File: src/design/assert_macros.svh
// Assertion macros shared by the design files.
// Each macro checks a property on the rising edge of the given clock and is
// switched off while the given active-low reset is asserted.
`ifndef ASSERT_MACROS_SVH
`define ASSERT_MACROS_SVH

`ifndef SYNTHESIS

// The property must hold at every clock edge outside reset.
`define SVA_ASSERT(label, clk, rst_n, prop, msg) \
	label: assert property (@(posedge clk) disable iff (!rst_n) (prop)) else $error(msg);

// The condition must never be true at a clock edge outside reset.
`define SVA_NEVER(label, clk, rst_n, cond, msg) \
	label: assert property (@(posedge clk) disable iff (!rst_n) !(cond)) else $error(msg);

`else

`define SVA_ASSERT(label, clk, rst_n, prop, msg)
`define SVA_NEVER(label, clk, rst_n, cond, msg)

`endif

`endif

File: src/design/sva_ram.sv
`timescale 1ns / 1ps
`default_nettype none

// Simple dual-port RAM: one write port, one read port with registered data.
module sva_ram #(
	parameter int WIDTH = 8,
	parameter int DEPTH = 16
) (
	input  wire logic                                  clk,
	input  wire logic                                  we,
	input  wire logic [((DEPTH > 1) ? $clog2(DEPTH) : 1)-1:0] waddr,
	input  wire logic [WIDTH-1:0]                      wdata,
	input  wire logic                                  re,
	input  wire logic [((DEPTH > 1) ? $clog2(DEPTH) : 1)-1:0] raddr,
	output logic      [WIDTH-1:0]                      rdata
);

	logic [WIDTH-1:0] mem_q [DEPTH];

	// Write port.
	always_ff @(posedge clk) begin
		if (we) begin
			mem_q[waddr] <= wdata;
		end
	end

	// Registered read port.
	always_ff @(posedge clk) begin
		if (re) begin
			rdata <= mem_q[raddr];
		end
	end

endmodule

`default_nettype wire

File: config.mk
export PLATFORM = sky130hd
export DESIGN_NAME = sva_ram
export DESIGN_NICKNAME = d
export VERILOG_FILES = /design/src/design/assert_macros.svh /design/src/design/sva_ram.sv
export SDC_FILE = /design/constraint.sdc
export NUM_CORES = 1
export LEC_CHECK = 0
export BUFFER_PORTS_ARGS = -buffer_cell sky130_fd_sc_hd__buf_2
export CAP_MARGIN = 10
export CORE_MARGIN = 2
export CORE_UTILIZATION = 43
export CTS_CLUSTER_SIZE = 10
export DETAILED_ROUTE_END_ITERATION = 10
export GPL_TIMING_DRIVEN = 0
export HOLD_SLACK_MARGIN = 0.02
export PLACE_DENSITY = 0.7
export SYNTH_ARGS = -nofsm -noshare
export SYNTH_HDL_FRONTEND = slang
export SYNTH_SLANG_ARGS = --single-unit
File: constraint.sdc
create_clock -name clk -period 2.65 [get_ports clk]
set_input_delay 0.265 -clock clk [delete_from_list [all_inputs] [get_ports clk]]
set_output_delay 0.265 -clock clk [all_outputs]
set_load 0.02 [all_outputs]
=== Word level (Yosys, flattened, before mapping) ===
Memories as Yosys holds them, arrays and structs flattened. A register that Yosys moved wholly into a read port is not among the register bits.
Cells that the tools add are included.

* Flip-flop bits (word level): 0
* RAM bits: 128
* Output and inout bits: 8
* Memories kept: 1

{| class="wikitable"
|+ Memories
! memory !! words !! width !! rd ports !! clocked after memory_dff !! wr ports !! line !! source
|-
| mem_q || 16 || 8 || 1 || 1 || 1 || sva_ram.sv:18 || <nowiki>logic [WIDTH-1:0] mem_q [DEPTH];</nowiki>
|}

* Mux-type cells: 2

{| class="wikitable"
|+ Operator list
! kind !! number
|-
| 1-bit 2-to-1 mux || 2
|}

=== Depth between registers and ports, before layout ===
Gate-level depths: netlist of run 1.

* Depth after elaboration: 2
* Gate-level depth with buffers: 5
* Mapped depth without buffers: 3

=== Worst setup path after synthesis of run 1 ===
OpenSTA, ideal clock, no wires.

* Path type: input to register
* Start point: in waddr[2] (netlist name)
* End point: mem mem_q[0][0], enable pin
* Arrival time: 1.375 ns
* Setup slack: 0.892 ns
* Cell stages on the path: 2
* Path buffers: 0
* Cell sequence: or3b_2 -> nor3_1

{| class="wikitable"
|+ RTL lines
! item !! line !! source
|-
| start: declaration || sva_ram.sv:11 || <nowiki>input wire logic [((DEPTH > 1) ? $clog2(DEPTH) : 1)-1:0] waddr,</nowiki>
|-
| end: declaration || sva_ram.sv:18 ||
|}

Straight into the memory's write port.

==> flow_summary.yaml, run 1 <==
worst_setup_path:
  path_cells: "mux4_2 > a22oi_1 > nand2_1"
  crit_type: "flip-flop to flip-flop"
  cp_slowest_cell: "mux4_2"
  crit_path_max_incr_delay_ns: 0.47
  startpoint_type: "flip-flop"
  crit_required_ns: 2.79
  crit_path_max_fanout: 1
  worstSetupEndpointType: "flip-flop"
  cp.arrival_ns: 1.71
yosys:
  async_flop_share: 0
  synth_top_area_share: 0.781
  synth-edff-count: 136
  syn_avg_cell_area_sq_um: 22.8
  yosys.area.top_type: "edfxtp_1"
  yosysMostFrequentCell: "edfxtp_1"
  synth_nets: 248
  synthTopCellsByArea: "edfxtp_1 (78%), mux4_2 (7.8%), mux4_1 (7.0%)"
  syn_area_sq_mm: 0.00523
  ys_top_cells_by_count: "edfxtp_1 (136), mux4_2 (18), a22oi_1 (16)"
  synth_cell_types: 18
  yosys_warnings: 0
  ys_seq_area_frac: 0.781
  netlist_instances: 229
  ys_seq_elements: 136
  yosys_most_used_dff: "edfxtp_1"
clocking:
  clk_latency_ns: 0.41
  clock-root-buffer: "clkbuf_16"
  cts.repair.resized: 0
  clkSlewWorstSetupHoldPaths_ns: 0.06
  cts_setup_buffers: 0
  ctsHoldBuffers: 0
  cts_tree: "yes"
  cts.sinks: 136
  cts_buffers: 17
  cts_buffer_depth: 2
  h-tree-depth: 4
detailed_routing:
  first_pass_iters: 4
  vias: 2416
  drc_errors: 0
  detail_route.iter0.violations: 135
  wire_per_inst_um: 21.8
  via_per_inst: 5.53
  routed_wl_um: 9510
  ant_nets: 0
run_status:
  run_status: "completed"
timing:
  max_freq_mhz: 637
  hold_slack_ns: 0.194
  skew_ns: 0.00741
  fin_tns_setup_ns: 0
  setup_violations: 0
  hold_viol_final: 0
  fin_crit_ns: 1.57
  relSlewSlack: 0.465
  tightest_slew_ns: 0.800
  slew_viol_final: 0
  fin_crit_sh: 0.592
  rsz0062_at_grt: "false"
  fin_ws_ns: 1.08
floorplan:
  fp-row-count: 40
  die_y_um: 114
  dieArea_sq_mm: 0.0131
  io_pins: 27
  core_sq_mm: 0.0120
  initial_core_util: 0.437
  die_x_um: 114
global_routing:
  grt_start_max_net_pins: 17
  grt.busiest_layer: "met2"
  overflow: 0
  antenna_found_initial: 0
  grtUsageMet2: 0.242
  grt_usage: 0.160
  gr-usage-met1: 0.219
  grt_pass1_vias: 2486
  grt_pass1_wl_um: 14300
  grtUsageMet3: 0.0439
final_layout:
  drive_gt1_frac: 0.300
  area.growth.synth_to_final_pct: 17.3
  final_cell_area_sq_mm: 0.00613
  stdcell_count: 437
  regArea_sq_mm: 0.00408
  nFillCells: 917
  diodes: 0
  fin_nets: 296
  multi_input_comb_area_sq_mm: 0.00106
place:
  dp_worst_setup_slack_ns: 0.617
  postPlaceCellArea_sq_mm: 0.00554
  port_buffers: 25
  place_inst: 402
  gp_congestion: 0.738
  post-dp-hpwl_um: 6080
run:
  drv_cap: 0
pwr:
  ir_drop_mv: 0.407
  p_leak_nw: 2.04
  powerDensity_mw_per_mm2: 797
min_path:
  hold_path.class: "input port to flip-flop"
## state kept, by name, indices dropped and copies added, names as in the netlist
name   cells
rdata      8
mem_q    128
## worst max-delay path, delay by kind of cell, from the launching register on
family | cells | cell delay [ns]
AO/OA/AOI/OAI | 1 | 0.33
flip-flops | 1 | 0.38
multiplexers | 1 | 0.47
AND/OR/NAND/NOR | 1 | 0.13
## cells in the final DEF, fill, tap and decap left out
master and instances:
clkinv_2 4, clkbuf_4 3, clkbuf_16 17, nand3_1 1, nand2b_1 2, buf_4 2
clkbuf_1 3, inv_6 1, buf_6 3, nand3b_1 2, edfxtp_1 136, nor2b_1 1
and2b_1 1, bufinv_16 2, clkdlybuf4s25_2 3, buf_2 28, nor3_1 4, mux4_1 14
a22oi_1 16, clkinv_4 1, nand2_1 9, or3b_2 1, mux4_2 18, clkinvlp_4 4
and2_1 1, nor2_1 13
## final timing paths
check                                       startpoint                 end  depth (start not counted)  slack [ns]
worst max-delay path             mem_q[0][7]$_DFFE_PP_  rdata[7]$_DFFE_PP_                          3        1.08
worst min-delay path                                re  rdata[5]$_DFFE_PP_                          1        0.19
worst max register to register   mem_q[0][7]$_DFFE_PP_  rdata[7]$_DFFE_PP_                          3        1.08
worst min register to register  mem_q[11][1]$_DFFE_PP_  rdata[1]$_DFFE_PP_                          3        0.77
## where the power goes
group	switching [mW]	total, mW	internal (mW)	leakage [nW]
logic	0.142	0.237	0.0945	0.538
clock network	0.834	2.21	1.38	0.266
registers	0.00972	2.43	2.42	1.24
## metrics by stage
step                       util  power [mW]
final                     0.513        4.88
after global placement    0.463        2.71
after CTS                 0.511        4.91
after floorplan               -        2.61
after global routing      0.513        5.04
after detailed placement  0.463        2.72
## routing by layer
| metal | wire (um) | share of wire |
|---|---|---|
| met2 | 4690 | 0.49 |
| met3 | 581 | 0.061 |
| met1 | 4090 | 0.43 |
| met4 | 142 | 0.015 |
| met5 | 0 | 0 |
## area by class of cell
class / count / area share
clock buffers: 20 / 0.0712
flip-flops and latches: 136 / 0.666
multi-input cells: 83 / 0.172
plain buffers: 10 / 0.0141
well taps: 147 / 0.0300
repair buffers: 29 / 0.0253
clock inverters: 12 / 0.0208
## logic make-up after synthesis
logic type	Yosys count	share of synthesized area
flip-flops	136	0.781
multiplexers	32	0.148
AO/OA/AOI/OAI	16	0.0230
buffers and inverters	10	0.0165
AND/OR/NAND/NOR	35	0.0314
(Power assumes the default switching activity.)
==> inputs of run 2 (changes only) <==
Settings changed: PLACE_DENSITY 0.7 to 0.73.
Clock period 2.65 ns to 1.3 ns, I/O delays scaled along.
==> run 2 against run 1 <==
Net effect:
- the flow now finishes with violations (negative setup slack)
- critical endpoint is now rdata[1]$_DFFE_PP_
- core utilization is 0.81 points higher
- register-to-register slack worse by 1.3 ns
- sequential share of layout area is 1.0 points lower
- clock-buffer cell count is 2 lower
- combinational power is 120% higher
- via count is 0.29% higher
- global-route usage is 0.44 points higher
- final cell count is 1.1% lower
- maximum frequency is 6.1% higher
- worst setup slack worse by 1.3 ns
- non-clock buffer count is 4 lower
- clock power is 130% higher
==> flow_summary.yaml, run 2 (synthesis gave the netlist of run 1 again) <==
floorplan:
  core_sq_mm: 0.0120
  initial_core_util: 0.437
  dieArea_sq_mm: 0.0131
  io_pins: 27
  fp-row-count: 40
  die_y_um: 114
  die_x_um: 114
clocking:
  cts_buffer_depth: 2
  cts_setup_buffers: 0
  cts.sinks: 136
  clock-root-buffer: "clkbuf_16"
  cts_tree: "yes"
  cts_buffers: 17
  h-tree-depth: 4
  clk_latency_ns: 0.42
  clkSlewWorstSetupHoldPaths_ns: 0.06
worst_setup_path:
  worstSetupEndpointType: "flip-flop"
  crit_path_max_incr_delay_ns: 0.49
  crit_path_start: "mem_q[3][1]$_DFFE_PP_"
  cp_slowest_cell: "mux4_2"
  path_cells: "mux4_2 > a22oi_2 > nand2_1"
  startpoint_type: "flip-flop"
  rr_startpoint: "mem_q[3][1]$_DFFE_PP_"
  rrSetupSlack_ns: -0.18
  crit_path_max_fanout: 1
  crit_required_ns: 1.45
  crit_type: "flip-flop to flip-flop"
  rr_worst_depth: 3
  cp.arrival_ns: 1.63
  reg2reg_to: "rdata[1]$_DFFE_PP_"
final_layout:
  regMostFlops: "mem_q"
  diodes: 0
  largest_register_ffs: 128
  layout_commonest_cell: "edfxtp_1"
  layout.cells.most_common_list: "edfxtp_1 (136), mux4_2 (31), buf_2 (28), clkbuf_16 (17), nor2_1 (10)"
  reg.largest.list: "mem_q (128), rdata (8)"
  fin_util: 0.521
  drive_gt1_frac: 0.386
  area.growth.synth_to_final_pct: 19.1
  fin_nets: 292
detailed_routing:
  ant_nets: 0
  vias: 2423
  wire_per_inst_um: 22.8
  routed_wl_um: 9840
  first_pass_iters: 4
  via_per_inst: 5.61
  detail_route.iter0.violations: 250
  drc_errors: 0
timing:
  fin_crit_sh: 1.14
  skew_ns: 0.0112
  rsz0062_at_grt: "true"
  slew_viol_final: 0
  setup_violations: 8
  max_freq_mhz: 676
  relSlewSlack: 0.457
  hold_viol_final: 0
  fin_ws_ns: -0.179
  tightest_slew_ns: 0.812
  fin_crit_ns: 1.48
place:
  dp_worst_setup_slack_ns: -0.560
  gp_congestion: 0.733
  post-dp-hpwl_um: 6190
  port_buffers: 25
pwr:
  p_leak_nw: 2.02
  ir_drop_mv: 1.14
  powerDensity_mw_per_mm2: 1700
global_routing:
  grt_usage: 0.164
  grt_pass1_vias: 2504
  antenna_found_initial: 0
  grt_start_max_net_pins: 17
  overflow: 0
  grt_pass1_wl_um: 14700
min_path:
  hold_path.class: "input port to flip-flop"
  whs_endpoint: "rdata[7]$_DFFE_PP_"
  holdPathStages: 1
  min_from: "re"
run_status:
  run_status: "complete, but fails checks"
  violations: "negative setup slack"
run:
  drv_cap: 0
run 2: changes by cell type in the layout (fill, tap and decap cells not counted), sizes merged:
| cell | change |
|---|---|
| buf | -1 |
| bufinv | +3 |
| clkbuf | -5 |
| clkinv | -1 |
| clkinvlp | -1 |
run 2: per-layer routing:
metal	vias up	part of all wire	GRT usage
met2	91	0.48	0.244
met4	0	0.020	0.0821
met1	1258	0.43	0.226
met3	15	0.075	0.0455
li1	1059	-	-
met5	-	0	0
run 2: per-stage QoR:
stage          setup TNS [ns]  area, sq um  cells  power [mW]  hold WS (ns)
2_1_floorplan           -3.17         5230    229        5.35         0.229
3_3_place_gp           -38.81         5540    401        5.54         0.464
3_5_place_dp           -43.06         5540    401        5.57         0.479
4_1_cts                 -1.03         6220    432        10.7        0.0442
5_1_grt                 -1.28         6230    432        10.9        0.0597
6_report                -1.03         6230    432        10.6        0.0534
run 2: what timing repair did:
action / CTS / global route
endpoints found under the setup margin: 48 / 8
gates resized for setup: 11 / 2
pin swaps: 1 / 1
hold buffers: 0 / 0
run 2: final cells by class:
type	instances	area [sq um]
flip-flops and latches	136	4080
fillers	900	5730
plain buffers	10	120
multi-input cells	83	1080
well taps	147	184
clock inverters	13	203
repair buffers	25	125
clock buffers	18	429
run 2: power breakdown:
group / internal [mW] / total (mW) / switching (mW) / leakage (nW)
clock network: 3.38 / 5.12 / 1.74 / 0.297
registers: 4.94 / 4.96 / 0.0208 / 1.24
logic: 0.216 / 0.532 / 0.316 / 0.486
run 2: how the worst max path moves through the flow:
stage | end | slack [ns] | cells past startpoint
floorplan | mem_q[3][0]$_DFFE_PP_ | -0.1 | 2
global placement | mem_q[3][3]$_DFFE_PP_ | -0.50 | 3
detailed placement | mem_q[2][3]$_DFFE_PP_ | -0.56 | 3
CTS | rdata[1]$_DFFE_PP_ | -0.16 | 3
global route | rdata[1]$_DFFE_PP_ | -0.19 | 3
finish | rdata[1]$_DFFE_PP_ | -0.18 | 3
run 2: critical path: cells and delay by family (launching register included):
kind               cells  cell delay, ns
DFF                    1            0.36
AOI/OAI and AO/OA      1            0.25
muxes                  1            0.49
and+or+nand+nor        1            0.11
==> inputs of run 3 (changes only) <==
Settings changed: PLACE_DENSITY 0.73 to unset, PLACE_DENSITY_LB_ADDON set to 0.12.
==> run 3 against run 2 <==
Net effect:
- the run still ends with negative setup slack left
- core utilization is 0.084 points lower
- largest cell class unchanged
- combinational power is 2% higher
- critical endpoint is now rdata[3]$_DFFE_PP_
- global-route usage is 1.2 points higher
- via count is 2.3% lower
- worst setup slack better by 0.028 ns
==> flow_summary.yaml, run 3 (synthesis gave the netlist of run 1 again) <==
run_status:
  run_status: "complete, but fails checks"
  violations: "negative setup slack"
global_routing:
  grt_pass1_wl_um: 15300
  antenna_found_initial: 0
  grt_pass1_vias: 2454
  grt_start_max_net_pins: 17
  grt_usage: 0.176
  overflow: 0
timing:
  setup_violations: 8
  rsz0062_at_grt: "true"
  relSlewSlack: 0.468
  slew_viol_final: 0
  fin_ws_ns: -0.150
  tightest_slew_ns: 0.795
  skew_ns: 0.00515
  max_freq_mhz: 689
  fin_tns_setup_ns: -0.939
  fin_crit_ns: 1.45
  hold_slack_ns: 0.0675
  fin_crit_sh: 1.12
  hold_viol_final: 0
detailed_routing:
  first_pass_iters: 4
  via_per_inst: 5.46
  detail_route.iter0.violations: 164
  wire_per_inst_um: 23.8
  drc_errors: 0
  vias: 2368
  ant_nets: 0
  routed_wl_um: 10300
floorplan:
  core_sq_mm: 0.0120
  fp-row-count: 40
  initial_core_util: 0.437
  dieArea_sq_mm: 0.0131
  die_y_um: 114
  die_x_um: 114
  io_pins: 27
worst_setup_path:
  worstSetupEndpointType: "flip-flop"
  cp.arrival_ns: 1.60
  crit_path_max_fanout: 1
  crit_type: "flip-flop to flip-flop"
  startpoint_type: "flip-flop"
  crit_required_ns: 1.45
final_layout:
  nFillCells: 952
  regMostFlops: "mem_q"
  stdcell_count: 434
  reg.largest.list: "mem_q (128), rdata (8)"
  layout_commonest_cell: "edfxtp_1"
  fin_nets: 293
  final_cell_area_sq_mm: 0.00622
  diodes: 0
  area.growth.synth_to_final_pct: 18.9
  layout.cells.most_common_list: "edfxtp_1 (136), mux4_2 (31), buf_2 (28), clkbuf_16 (17), nor2_1 (10)"
  largest_register_ffs: 128
  fin_util: 0.520
  drive_gt1_frac: 0.394
clocking:
  h-tree-depth: 4
  cts.sinks: 136
  cts_buffers: 17
  clkSlewWorstSetupHoldPaths_ns: 0.06
  clk_latency_ns: 0.41
  cts_buffer_depth: 2
  cts_tree: "yes"
  clock-root-buffer: "clkbuf_16"
  ctsHoldBuffers: 0
place:
  place_inst: 402
  port_buffers: 25
  post-dp-hpwl_um: 6500
  postPlaceCellArea_sq_mm: 0.00554
  gp_congestion: 0.708
pwr:
  p_leak_nw: 2.01
  powerDensity_mw_per_mm2: 1670
  ir_drop_mv: 0.767
  pwr-share-seq: 0.478
  p_switching_mw: 2.05
  p_clk_frac: 0.469
  comb_power_share: 0.052
  intPower_mw: 8.33
  netSwitchingFraction: 0.197
run:
  drv_cap: 0
min_path:
  hold_path.class: "input port to flip-flop"
[run 3: cell count changes in the layout (fill, tap and decap cells not counted), sizes merged]
cell	change
clkinv	+2
clkinvlp	+2
buf	+1
bufinv	-1
clkbuf	-1
inv	-1
[run 3: metrics by stage]
stage	power, mW	setup WS, ns
floorplan	5.35	-0.0961
global placement	5.57	-0.617
detailed placement	5.58	-0.534
CTS	10.5	-0.159
global route	10.7	-0.200
finish	10.4	-0.150
[run 3: worst paths after layout]
path	slack, ns	from	depth (start not counted)	end
worst min register to register	0.76	mem_q[15][2]$_DFFE_PP_	3	rdata[2]$_DFFE_PP_
worst max-delay path	-0.15	mem_q[6][3]$_DFFE_PP_	3	rdata[3]$_DFFE_PP_
worst max register to register	-0.15	mem_q[6][3]$_DFFE_PP_	3	rdata[3]$_DFFE_PP_
worst min-delay path	0.07	re	1	rdata[7]$_DFFE_PP_
[run 3: critical path, stage by stage, from the launching register on]
cell and delay [ns]:
edfxtp_1 0.36, mux4_2 0.51, a22oi_1 0.21, nand2_1 0.11
[run 3: area by class of cell]
| cell class | count | area [sq um] | share of cell area |
|---|---|---|---|
| Timing Repair Buffer | 26 | 133 | 0.0213 |
| Multi-Input combinational cell | 83 | 1090 | 0.175 |
| Clock buffer | 17 | 425 | 0.0684 |
| Tap cell | 147 | 184 | 0.0296 |
| Buffer | 10 | 120 | 0.0193 |
| Clock inverter | 15 | 184 | 0.0296 |
| Sequential cell | 136 | 4080 | 0.657 |
[run 3: per-layer routing]
layer	global-route usage	wire, um
met5	0	0
met4	0.0715	117
met3	0.0556	497
met2	0.261	4910
met1	0.245	4790
[run 3: power by group through the flow]
stage	Combinational (mW)	Sequential [mW]	Clock [mW]
CTS	0.548	4.96	4.95
finish	0.542	4.96	4.87
global route	0.587	4.97	5.19
floorplan	0.272	5.08	0
global placement	0.518	5.05	0
detailed placement	0.525	5.05	0
[run 3: timing repair]
action,4_1_cts,5_1_grt
buffers inserted,0,0
pin swaps,2,1
setup endpoints to repair,40,10
resized for setup,11,3
